`config.mk`:
```
export PLATFORM = sky130hd
export DESIGN_NAME = rolling_id_allocator_unit
export DESIGN_NICKNAME = d
export VERILOG_FILES = /design/src/rtl/rid_pkg.sv /design/src/rtl/rid_ctrl.sv /design/src/rtl/rid_dp.sv /design/src/rtl/rolling_id_allocator_unit.sv
export SDC_FILE = /design/constraint.sdc
export NUM_CORES = 1
export LEC_CHECK = 0
export ABC_AREA = 1
export BUFFER_PORTS_ARGS = -buffer_cell sky130_fd_sc_hd__clkbuf_2
export CAP_MARGIN = 5
export CORE_ASPECT_RATIO = 0.6
export CORE_MARGIN = 4
export CORE_UTILIZATION = 43
export CTS_CLUSTER_DIAMETER = 80
export DETAILED_ROUTE_END_ITERATION = 8
export SLEW_MARGIN = 10
export SYNTH_ARGS = -nofsm -noshare
export SYNTH_HDL_FRONTEND = slang
export SYNTH_SLANG_ARGS = --single-unit
export TNS_END_PERCENT = 10
```
`constraint.sdc`:
```
create_clock -name clk -period 15.98 [get_ports clk]
set_input_delay 1.598 -clock clk [delete_from_list [all_inputs] [get_ports clk]]
set_output_delay 1.598 -clock clk [all_outputs]
set_load 0.05 [all_outputs]
```
`src/rtl/rid_pkg.sv`:
```
`default_nettype none

package rid_pkg;

  // request payload layout
  localparam int OP_W       = 2;
  localparam int IDENT_W    = 8;
  localparam int S_TDATA_W  = 16;

  // result payload layout
  localparam int GRANT_W    = 8;
  localparam int M_TDATA_W  = 16;

  typedef enum logic [OP_W-1:0] {
    OP_ACQUIRE = 2'd0,
    OP_RELEASE = 2'd1,
    OP_QUERY   = 2'd2
  } op_t;

  typedef enum logic [1:0] {
    ST_CLEAR,
    ST_IDLE,
    ST_EVAL
  } state_t;

  // controller to datapath
  typedef struct packed {
    logic clr_we;   // zero one map word during the clearing pass
    logic load;     // take a request, start the first word read
    logic advance;  // move the scan to the next word
    logic finish;   // update the map and cursor, load the result register
  } dp_cmd_t;

  // datapath to controller
  typedef struct packed {
    logic clr_last;
    logic is_acquire;
    logic hit;
    logic last_step;
    logic out_busy;
  } dp_status_t;

endpackage

`default_nettype wire

```
`src/rtl/rid_ctrl.sv`:
```
`default_nettype none

module rid_ctrl (
  input  wire logic                clk,
  input  wire logic                rst,
  input  wire logic                s_tvalid,
  output logic                     s_tready,
  input  wire rid_pkg::dp_status_t status,
  output rid_pkg::dp_cmd_t         cmd
);

  rid_pkg::state_t state;
  rid_pkg::state_t state_next;

  always_ff @(posedge clk) begin
    if (rst) begin
      state <= rid_pkg::ST_CLEAR;
    end else begin
      state <= state_next;
    end
  end

  // next state
  always_comb begin
    state_next = state;
    unique case (state)
      rid_pkg::ST_CLEAR: begin
        if (status.clr_last) begin
          state_next = rid_pkg::ST_IDLE;
        end
      end
      rid_pkg::ST_IDLE: begin
        if (s_tvalid) begin
          state_next = rid_pkg::ST_EVAL;
        end
      end
      rid_pkg::ST_EVAL: begin
        if (!status.out_busy &&
            (!status.is_acquire || status.hit || status.last_step)) begin
          state_next = rid_pkg::ST_IDLE;
        end
      end
      default: state_next = rid_pkg::ST_CLEAR;
    endcase
  end

  // outputs
  always_comb begin
    cmd      = '0;
    s_tready = 1'b0;
    unique case (state)
      rid_pkg::ST_CLEAR: begin
        cmd.clr_we = 1'b1;
      end
      rid_pkg::ST_IDLE: begin
        s_tready = 1'b1;
        cmd.load = s_tvalid;
      end
      rid_pkg::ST_EVAL: begin
        if (!status.out_busy) begin
          if (!status.is_acquire || status.hit || status.last_step) begin
            cmd.finish = 1'b1;
          end else begin
            cmd.advance = 1'b1;
          end
        end
      end
      default: begin
        cmd      = '0;
        s_tready = 1'b0;
      end
    endcase
  end

endmodule

`default_nettype wire

```
`src/rtl/rid_dp.sv`:
```
`default_nettype none

module rid_dp #(
  parameter int ID_BITS = 8
) (
  input  wire logic                               clk,
  input  wire logic                               rst,
  input  wire rid_pkg::dp_cmd_t                   cmd,
  output rid_pkg::dp_status_t                     status,
  input  wire logic [rid_pkg::S_TDATA_W-1:0]      s_tdata,
  output logic                                    m_tvalid,
  input  wire logic                               m_tready,
  output logic [rid_pkg::M_TDATA_W-1:0]           m_tdata
);

  localparam int WORD_LOG  = (ID_BITS > 5) ? 5 : ID_BITS - 1;
  localparam int WORD_BITS = 1 << WORD_LOG;
  localparam int ADDR_BITS = ID_BITS - WORD_LOG;
  localparam int NWORDS    = 1 << ADDR_BITS;

  logic [WORD_BITS-1:0] mem [NWORDS];

  rid_pkg::op_t                  op_q;
  logic [rid_pkg::IDENT_W-1:0]   ident_q;
  logic [ADDR_BITS-1:0]          scan_addr;
  logic [ADDR_BITS:0]            step;
  logic [ID_BITS-1:0]            cursor;
  logic [ADDR_BITS-1:0]          clr_cnt;
  logic [WORD_BITS-1:0]          rdata;

  rid_pkg::op_t                  in_op;
  logic [rid_pkg::IDENT_W-1:0]   in_ident;
  logic [ID_BITS+7:0]            in_ext;
  logic [ID_BITS+7:0]            id_ext;
  logic [ID_BITS-1:0]            id_q;
  logic                          in_range;
  logic [ID_BITS-1:0]            start_id;
  logic [ADDR_BITS-1:0]          raddr;
  logic [WORD_BITS-1:0]          mask;
  logic [WORD_BITS-1:0]          free_bits;
  logic [WORD_LOG-1:0]           hit_idx;
  logic                          hit;
  logic [WORD_LOG-1:0]           bit_off;
  logic                          found;
  logic [WORD_BITS-1:0]          one_w;
  logic                          we;
  logic [ADDR_BITS-1:0]          waddr;
  logic [WORD_BITS-1:0]          wdata;
  logic [ID_BITS-1:0]            grant_id;
  logic [ID_BITS+7:0]            grant_ext;
  logic [rid_pkg::GRANT_W-1:0]   res_grant;
  logic                          res_ok;
  logic                          res_full;
  logic                          is_acq;
  logic                          last_step;

  assign in_op    = rid_pkg::op_t'(s_tdata[rid_pkg::OP_W-1:0]);
  assign in_ident = s_tdata[rid_pkg::OP_W+rid_pkg::IDENT_W-1:rid_pkg::OP_W];
  assign in_ext   = {{ID_BITS{1'b0}}, in_ident};
  assign id_ext   = {{ID_BITS{1'b0}}, ident_q};
  assign id_q     = id_ext[ID_BITS-1:0];
  assign in_range = (id_ext >> ID_BITS) == '0;
  assign start_id = cursor + {{(ID_BITS-1){1'b0}}, 1'b1};
  assign one_w    = {{(WORD_BITS-1){1'b0}}, 1'b1};
  assign is_acq   = (op_q == rid_pkg::OP_ACQUIRE);
  assign last_step = (step == (ADDR_BITS+1)'(NWORDS));

  // word address for the read issued this cycle
  always_comb begin
    priority if (cmd.load) begin
      if (in_op == rid_pkg::OP_ACQUIRE) begin
        raddr = start_id[ID_BITS-1:WORD_LOG];
      end else begin
        raddr = in_ext[ID_BITS-1:WORD_LOG];
      end
    end else if (cmd.advance) begin
      raddr = scan_addr + {{(ADDR_BITS-1){1'b0}}, 1'b1};
    end else begin
      raddr = scan_addr;
    end
  end

  // candidate mask: first word from the start offset up, wrap word below it
  always_comb begin
    for (int b = 0; b < WORD_BITS; b++) begin
      if (step == '0) begin
        mask[b] = (WORD_LOG'(b) >= start_id[WORD_LOG-1:0]);
      end else if (last_step) begin
        mask[b] = (WORD_LOG'(b) < start_id[WORD_LOG-1:0]);
      end else begin
        mask[b] = 1'b1;
      end
    end
    // the all-ones identifier is reserved
    if (scan_addr == '1) begin
      mask[WORD_BITS-1] = 1'b0;
    end
  end

  assign free_bits = ~rdata & mask;
  assign hit       = |free_bits;

  // lowest free bit
  always_comb begin
    hit_idx = '0;
    for (int b = WORD_BITS - 1; b >= 0; b--) begin
      if (free_bits[b]) begin
        hit_idx = WORD_LOG'(b);
      end
    end
  end

  assign bit_off  = id_q[WORD_LOG-1:0];
  assign found    = in_range && rdata[bit_off];
  assign grant_id = {scan_addr, hit_idx};
  assign grant_ext = {8'b0, grant_id};

  // map write
  always_comb begin
    we    = 1'b0;
    waddr = scan_addr;
    wdata = rdata;
    if (cmd.clr_we) begin
      we    = 1'b1;
      waddr = clr_cnt;
      wdata = '0;
    end else if (cmd.finish) begin
      if (is_acq && hit) begin
        we    = 1'b1;
        wdata = rdata | (one_w << hit_idx);
      end else if (op_q == rid_pkg::OP_RELEASE && in_range) begin
        we    = 1'b1;
        wdata = rdata & ~(one_w << bit_off);
      end
    end
  end

  always_ff @(posedge clk) begin
    if (we) begin
      mem[waddr] <= wdata;
    end
    rdata <= mem[raddr];
  end

  // result fields
  always_comb begin
    res_grant = '0;
    res_ok    = 1'b0;
    res_full  = 1'b0;
    unique case (op_q)
      rid_pkg::OP_ACQUIRE: begin
        if (hit) begin
          res_grant = grant_ext[rid_pkg::GRANT_W-1:0];
          res_ok    = 1'b1;
        end else begin
          res_full  = 1'b1;
        end
      end
      rid_pkg::OP_RELEASE, rid_pkg::OP_QUERY: begin
        res_ok = found;
      end
      default: begin
        res_ok = 1'b0;
      end
    endcase
  end

  // request and scan registers
  always_ff @(posedge clk) begin
    if (cmd.load) begin
      op_q    <= in_op;
      ident_q <= in_ident;
      step    <= '0;
    end else if (cmd.advance) begin
      step    <= step + {{ADDR_BITS{1'b0}}, 1'b1};
    end
    if (cmd.load || cmd.advance) begin
      scan_addr <= raddr;
    end
  end

  always_ff @(posedge clk) begin
    if (rst) begin
      cursor  <= '1;
      clr_cnt <= '0;
    end else begin
      if (cmd.clr_we) begin
        clr_cnt <= clr_cnt + {{(ADDR_BITS-1){1'b0}}, 1'b1};
      end
      if (cmd.finish && is_acq && hit) begin
        cursor <= grant_id;
      end
    end
  end

  // result register
  always_ff @(posedge clk) begin
    if (rst) begin
      m_tvalid <= 1'b0;
    end else if (cmd.finish) begin
      m_tvalid <= 1'b1;
    end else if (m_tready) begin
      m_tvalid <= 1'b0;
    end
  end

  always_ff @(posedge clk) begin
    if (cmd.finish) begin
      m_tdata <= {6'b0, res_full, res_ok, res_grant};
    end
  end

  always_comb begin
    status.clr_last   = (clr_cnt == '1);
    status.is_acquire = is_acq;
    status.hit        = hit;
    status.last_step  = last_step;
    status.out_busy   = m_tvalid && !m_tready;
  end

endmodule

`default_nettype wire

```
`src/rtl/rolling_id_allocator_unit.sv`:
```
// rolling identifier allocator
// hands out unique identifiers from a space of 2^ID_BITS values; the all-ones
// value is reserved and never handed out
// request channel (s_*): tdata[1:0] op (0 acquire, 1 release, 2 query),
//   tdata[9:2] ident; a request is taken when s_tvalid and s_tready are high
// result channel (m_*): tdata[7:0] granted_ident, [8] ok, [9] full_res;
//   exactly one result per request, in request order
// the used-map sits in a memory of 2^ID_BITS/32 words of 32 bits (fewer bits
//   per word for small spaces), one word read per cycle
// release, query and unused op: the addressed map word is read, then the
//   result register loads; acquire: a word-by-word scan from the identifier
//   after the cursor, wrapping round to the bits below it, ends at the first
//   free identifier or once the whole map has been read
// a new request is taken once the previous one has finished, even while its
//   result still waits in the output register
// a stalled receiver holds the result register; a finished request then waits
//   until the register is free
// reset: clearing pass of one map word per cycle
//   with s_tready low; cursor starts at the reserved value, so the first
//   acquire grants identifier 0
`default_nettype none

module rolling_id_allocator_unit #(
  parameter int ID_BITS = 8
) (
  input  wire logic                          clk,
  input  wire logic                          rst,
  input  wire logic                          s_tvalid,
  output logic                               s_tready,
  input  wire logic [rid_pkg::S_TDATA_W-1:0] s_tdata,  // op[1:0], ident[9:2]
  output logic                               m_tvalid,
  input  wire logic                          m_tready,
  output logic [rid_pkg::M_TDATA_W-1:0]      m_tdata   // granted_ident[7:0], ok[8], full_res[9]
);

  rid_pkg::dp_cmd_t    cmd;
  rid_pkg::dp_status_t status;

  // sequencing: clearing pass, request intake, word scan
  rid_ctrl u_ctrl (
    .clk      (clk),
    .rst      (rst),
    .s_tvalid (s_tvalid),
    .s_tready (s_tready),
    .status   (status),
    .cmd      (cmd)
  );

  // used-map memory, cursor, scan and result register
  rid_dp #(
    .ID_BITS (ID_BITS)
  ) u_dp (
    .clk      (clk),
    .rst      (rst),
    .cmd      (cmd),
    .status   (status),
    .s_tdata  (s_tdata),
    .m_tvalid (m_tvalid),
    .m_tready (m_tready),
    .m_tdata  (m_tdata)
  );

  // one request at a time: after taking a request, intake closes
  a_one_in_flight : assert property (@(posedge clk) disable iff (rst)
    (s_tvalid && s_tready) |=> !s_tready)
    else $error("request taken while another is in flight");

  // no request is taken during the clearing pass
  a_no_intake_clear : assert property (@(posedge clk) disable iff (rst)
    cmd.clr_we |-> !s_tready)
    else $error("intake open during map clearing");

  // a result is never both a success and a full report
  a_ok_full_excl : assert property (@(posedge clk) disable iff (rst)
    m_tvalid |-> !(m_tdata[8] && m_tdata[9]))
    else $error("ok and full_res both set");

  // a full report carries no identifier
  a_full_no_grant : assert property (@(posedge clk) disable iff (rst)
    (m_tvalid && m_tdata[9]) |-> (m_tdata[7:0] == 8'd0))
    else $error("full result with nonzero identifier");

  // the result register only loads when it is free
  a_no_overwrite : assert property (@(posedge clk) disable iff (rst)
    cmd.finish |-> (!m_tvalid || m_tready))
    else $error("result register overwritten before taken");

endmodule

`default_nettype wire
```
## Word-level counts from Yosys, hierarchy flattened

Memory sizes are Yosys's and may differ from the RTL's. A register that Yosys moved wholly into a read port is not among the register bits.
Cells that the tools add are included.

| operators by class | value |
|---|---|
| $add $sub $neg | 4 |
| $lt $le $gt $ge | 65 |
| equality and inequality tests | 10 |
| shift-type cells | 2 |
| mux-type cells | 129 |
| bitwise logic cells | 5 |
| reductions and logical operators | 20 |

Operators with widths:

| cell | number |
|---|---|
| 5-bit two-way mux | 32 |
| 32-bit two-way mux | 4 |
| 1-bit two-way mux | 81 |
| 5-bit greater-or-equal comparator, first input constant | 16 |
| 5-bit < comparator, first input constant | 16 |
| 32-bit AND | 2 |
| 32-bit NOT | 2 |
| 1-bit by 5-bit left shift with 32-bit output, first input constant | 2 |
| 4-bit by 5-bit greater-or-equal comparator with 1-bit output, first input constant | 8 |
| 4-bit by 5-bit < comparator with 1-bit output, first input constant | 8 |
| 32-bit bitwise OR | 1 |
| 32-bit OR reduction | 1 |
| 3-bit by 5-bit greater-or-equal comparator with 1-bit output, first input constant | 4 |
| 3-bit by 5-bit < comparator with 1-bit output, first input constant | 4 |
| 3-bit two-way mux | 4 |
| 1-bit by 5-bit greater-or-equal comparator with 1-bit output, first input constant | 2 |
| 2-bit by 5-bit greater-or-equal comparator with 1-bit output, first input constant | 2 |
| 1-bit by 5-bit < comparator with 1-bit output, first input constant | 2 |
| 2-bit by 5-bit < comparator with 1-bit output, first input constant | 2 |
| 2-bit two-way mux | 5 |
| 8-bit by 1-bit adder with 8-bit output, second input constant | 1 |
| 3-bit by 1-bit adder with 3-bit output, second input constant | 2 |
| 3-bit equality test, second input constant | 2 |
| 2-bit logical NOT | 3 |
| other kinds (18) | 29 |

| word-level totals | value |
|---|---|
| bits in registers | 38 |
| memory bits (writable) | 256 |
| bits of input ports | 20 |
| output and inout bits | 18 |
| word-level logic and storage cells | 247 |
| memories kept | 1 |

Memories:

| name | words | width | read ports | clocked after memory_dff | write ports | RTL line | text |
|---|---|---|---|---|---|---|---|
| u_dp.mem | 8 | 32 | 1 | 1 | 1 | rid_dp.sv:21 | `logic [WORD_BITS-1:0] mem [NWORDS];` |

## Logic depth before layout (Yosys ltp)

| logic depth | value |
|---|---|
| depth after elaboration | 43 |
| mapped depth | 44 |
| depth with buffers taken out | 44 |

## By module

A second synthesis with hierarchy kept.

| unflattened totals | value |
|---|---|
| cells, all modules | 1,535 |
| area total of the unflattened synthesis | 15,273.4 sq um |

By module, submodules not included:

| module | instances | cells each | area each (sq um) |
|---|---|---|---|
| rid_dp | 1 | 1,509 | 15,129.5 |
| rid_ctrl | 1 | 26 | 143.9 |

## Least setup slack after synthesis

Ideal clock, no wire load.

| path | value |
|---|---|
| path kind | register to register |
| start | reg u_dp.cursor[0] |
| end | mem u_dp.mem[2][0] in the netlist's numbering (enable) |
| library setup time | 0.461 ns |
| arrival time | 5.004 ns |
| data required time | 15.519 ns |
| slack | 10.515 ns |
| cell stages (with the launch flop) | 25 |
| path buffers | 1 |
| period minus slack after synthesis | 5.465 ns |
| cell sequence | dfxtp_1 -> ha_1 -> nand3_1 -> nand2_1 -> nand2_1 -> inv_2 -> nand2_1 -> nor2_1 -> a221oi_1 -> nor3_1 -> nor2_2 -> nand2_1 -> inv_2 -> nand2_1 -> nor2_2 -> inv_2 -> nor2_1 -> inv_1 -> nand2_1 -> inv_1 -> clkbuf_1 -> o21ai_0 -> nand2_1 -> inv_1 -> nor3_1 |

| on the way | value |
|---|---|
| longest elaborated chain between the ends | 16 |
| elaborated cells between the ends (all ways) | 143 |
| classes of those cells | add/sub: 1; order compare: 64; mux: 73; bitwise: 1; reduce/logical: 4 |

Ends and longest elaborated chain:

| element | RTL line | text |
|---|---|---|
| start: declaration | rid_dp.sv:27 | `logic [ID_BITS-1:0] cursor;` |
| start signal: assignment | rid_dp.sv:191 | `cursor <= grant_id;` |
| 8-bit by 1-bit adder with 8-bit output * | rid_dp.sv:63 | `assign start_id = cursor + {{(ID_BITS-1){1'b0}}, 1'b1};` |
| 5-bit < comparator | rid_dp.sv:89 | `mask[b] = (WORD_LOG'(b) < start_id[WORD_LOG-1:0]);` |
| 1-bit two-way mux | rid_dp.sv:88 | `end else if (last_step) begin` |
| 1-bit two-way mux | rid_dp.sv:86 | `if (step == '0) begin` |
| 1-bit two-way mux | rid_dp.sv:95 | `if (scan_addr == '1) begin` |
| 32-bit AND * | rid_dp.sv:100 | `assign free_bits = ~rdata & mask;` |
| 32-bit OR reduction * | rid_dp.sv:101 | `assign hit = \|free_bits;` |
| 1-bit logical OR (2 in series) | rid_ctrl.sv:61 | `if (!status.is_acquire \|\| status.hit \|\| status.last_step) begin` |
| 1-bit two-way mux | rid_ctrl.sv:61 |  |
| 2-bit two-way mux | rid_ctrl.sv:60 | `if (!status.out_busy) begin` |
| 2-bit two-way mux | rid_ctrl.sv:51 | `unique case (state)` |
| 1-bit two-way mux * | rid_dp.sv:127 | `end else if (cmd.finish) begin` |
| 1-bit two-way mux * | rid_dp.sv:123 | `if (cmd.clr_we) begin` |
| 1-bit two-way mux * | rid_dp.sv:139 | `if (we) begin` |
| 1-bit two-way mux (implied by the code) * | rid_dp.sv:140 | `mem[waddr] <= wdata;` |
| end: declaration | rid_dp.sv:21 |  |

Every way passes the cells marked *; elsewhere a longest branch is shown, timed or not.

## Worst setup path after layout

| path | value |
|---|---|
| start | reg u_dp.cursor[0] |
| end | reg u_dp.rdata[29] (read register of u_dp.mem) |

| on the way | value |
|---|---|
| longest elaborated chain between the ends | 14 |
| elaborated cells between the ends (all ways) | 140 |
| classes of those cells | add/sub: 1; order compare: 64; mux: 71; bitwise: 1; reduce/logical: 3 |

Ends and longest elaborated chain:

| element | RTL line | text |
|---|---|---|
| 8-bit by 1-bit adder with 8-bit output * | rid_dp.sv:63 |  |
| 5-bit < comparator | rid_dp.sv:89 |  |
| 1-bit two-way mux | rid_dp.sv:88 |  |
| 1-bit two-way mux | rid_dp.sv:86 |  |
| 1-bit two-way mux | rid_dp.sv:95 |  |
| 32-bit AND | rid_dp.sv:100 |  |
| 32-bit OR reduction | rid_dp.sv:101 |  |
| 1-bit logical OR (2 in series) | rid_ctrl.sv:61 |  |
| 1-bit two-way mux | rid_ctrl.sv:61 |  |
| 2-bit two-way mux | rid_ctrl.sv:60 |  |
| 2-bit two-way mux | rid_ctrl.sv:51 |  |
| 3-bit two-way mux | rid_dp.sv:76 | `end else if (cmd.advance) begin` |
| 3-bit two-way mux * | rid_dp.sv:70 | `priority if (cmd.load) begin` |
| end: declaration | rid_dp.sv:29 | `logic [WORD_BITS-1:0] rdata;` |

Marks and branches as above.
A chain may end at the register's enable or synchronous reset.

==> run metrics <==
status completed; total power per unit cell area 107 mW/mm^2; crit path max fanout 85; Worst VDD drop 92.8 uV; RSZ-0062 raised after global routing false; number of post-CTS setup repair buffers 0; Synth cell types 53; Num CTS Buffers 29; min cycle time layout 6.12 ns; core outline area 0.0341 sq mm; Post-synth EDFFs 276; vias per cell 5.62; Synth area leader edfxtp_1; Reg clk slew, reported paths 0.07 ns; Syn Inst Count 1476; critical path class register to register; sw power 388 uW; Worst path max stage delay 0.78 ns; final worst clock skew 0.0141 ns; routed wire length 40700 um; Die Area 0.0381 sq mm; hpwl dp 25800 um; Diodes inserted 0; Syn. warnings 0; setup TNS 0 ns; count leader, synth edfxtp_1; Yosys top cell area share 0.551; WP data arrival 6.59 ns; Vias 10957; Leak 6.05 nW; die height 153 um; die width 249 um; vias in the first global route 10353; Sink Count 326; # setup viols final 0; first-pass GRT wire length 63200 um; pin count of the biggest net entering global routing 86; Remaining DRCs 0; worst min path class register to register; CTS tree done; f_max 164 MHz; crit share post-route 0.383; IO buf count 25; max_cap viols 0; Starting Density 0.441; FILL cells 3169; main area contributors after synthesis edfxtp_1 (55%), dfxtp_1 (6.7%), nor2_1 (5.9%), o21ai_0 (5.1%), nand2_1 (2.7%); Multi-input gate area 0.00494 sq mm; Top FF cell, synth edfxtp_1; CP dominant cell by count nand2_1; nets@finish 1500; Hold Buf Count CTS 0; worst slew pin tran 1.15 ns; Switching Fraction 0.220; sequential share of the synthesized area 0.618; top post-synthesis cells by count edfxtp_1 (276), nor2_1 (238), o21ai_0 (152), nand2_1 (109), inv_1 (91); share of cells above drive strength 1 0.106; Worst Setup Start Kind register; routability congestion estimate 0.974; Final ANT Viol Nets 0; ys async rst share 0; Worst setup EP type register; Crit-path slowest cell buf_4; Clock power frac 0.393; root buffer cell clkbuf_16; Max Slew Vio Count 0; Pint 1.37 mW; cts repair resizes 0; aggregate global-route resource usage 0.210; clk buf depth 3; clock latency on the worst-skew pair 0.56 ns; Req. time, crit path 16.45 ns; CTS H-tree depth 1; Rel. slew slack 0.234; WL per Instance 20.9 um; synthesized area per cell 10.2 sq um; FF/Latch Area 0.00929 sq mm; TritonRoute pass-1 iters 7; final core utilization 0.483; IO Count 38; initial antenna violation count 0; row count 52; DRT iter0 DRCs 1164; Combinational Power Share 0.052; Yosys reg bits 326; final count of hold timing violations 0; Overflow after GRT 0; sequential power share 0.556; P&R area growth vs syn 9.41%; Post-Syn Area 0.0150 sq mm
==> per-stage QoR <==
step / setup slack (ns) / total power, mW / instances / instance area (sq um) / hold slack, ns
floorplan: 10.51 / 1.05 / 1481 / 15100 / 0.463
global placement: 9.94 / 1.08 / 1896 / 15500 / 0.474
detailed placement: 10.04 / 1.09 / 1896 / 15500 / 0.482
CTS: 9.99 / 1.77 / 1950 / 16500 / 0.495
global route: 9.37 / 1.82 / 1950 / 16500 / 0.532
finish: 9.86 / 1.76 / 1950 / 16500 / 0.495
==> cells in the final DEF (no fill, tap or decap), types with 29 or more instances in the layout <==
master,instances
inv_1,91
edfxtp_1,276
clkbuf_16,29
a31oi_1,36
o21ai_0,152
nand3_1,66
nor3_1,35
nor2_1,233
nand2_1,108
o21bai_1,33
a21oi_1,80
o22ai_1,39
o21ai_1,44
dfxtp_1,50
==> worst max-delay path, delay by kind of cell, from the launching register on <==
| family | cells | cell delay (ns) |
|---|---|---|
| compound gates | 4 | 0.87 |
| fa+ha+maj | 1 | 0.26 |
| buf+inv | 6 | 1.80 |
| flops | 1 | 0.30 |
| simple gates | 17 | 2.59 |
==> logic make-up (layout without fill, tap and decap cells) <==
kind of cell / after synthesis / after routing / share of synthesized area
adders and majority gates: 12 / 12 / 0.00999
other: 1 / 6 / 0.000249
and+or+nand+nor: 501 / 501 / 0.146
xor gates and xnor gates: 2 / 2 / 0.00117
buffers and inverters: 204 / 214 / 0.0593
AOI/OAI and AO/OA: 430 / 430 / 0.165
DFF: 326 / 326 / 0.618
==> registers in the layout, summed over array words and instances (netlist names) <==
register,cells
u_dp.id_q,5
u_ctrl.state,2
u_dp.m_tvalid,1
u_dp.m_tdata,10
u_dp.step,4
u_dp.mem,256
u_dp.scan_addr,3
u_dp.rdata,32
u_dp.op_q,2
u_dp.cursor,8
u_dp.clr_cnt,3
==> routing by layer <==
metal  part of all wire  vias to the layer above  track usage
li1                   -                     5268            -
met1               0.50                     5226        0.335
met2               0.40                      417        0.296
met3              0.086                       46       0.0447
met4              0.015                        0       0.0364
met5                  0                        -      0.00497
==> power by group through the flow <==
stage               sequential (mW)  combinational (mW)  clock (mW)
finish                        0.977              0.0909       0.691
global route                  0.980               0.101       0.740
CTS                           0.977              0.0909       0.706
detailed placement            0.995              0.0903           0
global placement              0.994              0.0899           0
floorplan                     0.992              0.0589           0
==> cell type report <==
cell class / count / share of cell area
Inverter: 117 / 0.0270
Multi-Input combinational cell: 951 / 0.301
Sequential cell: 326 / 0.565
Clock inverter: 15 / 0.00829
Clock buffer: 39 / 0.0488
Timing Repair Buffer: 43 / 0.0158
Tap cell: 459 / 0.0349
==> worst paths after layout <==
kind	from	endpoint	slack [ns]	depth (start not counted)
hold reg to reg	u_dp.clr_cnt[0]	u_dp.clr_cnt[0]	0.50	2
setup reg to reg	u_dp.cursor[0]	u_dp.rdata[29]	9.86	28
hold / removal	u_dp.clr_cnt[0]	u_dp.clr_cnt[0]	0.50	2
setup / recovery	u_dp.cursor[0]	u_dp.rdata[29]	9.86	28
No activity file was read; power rests on OpenSTA's default activity.
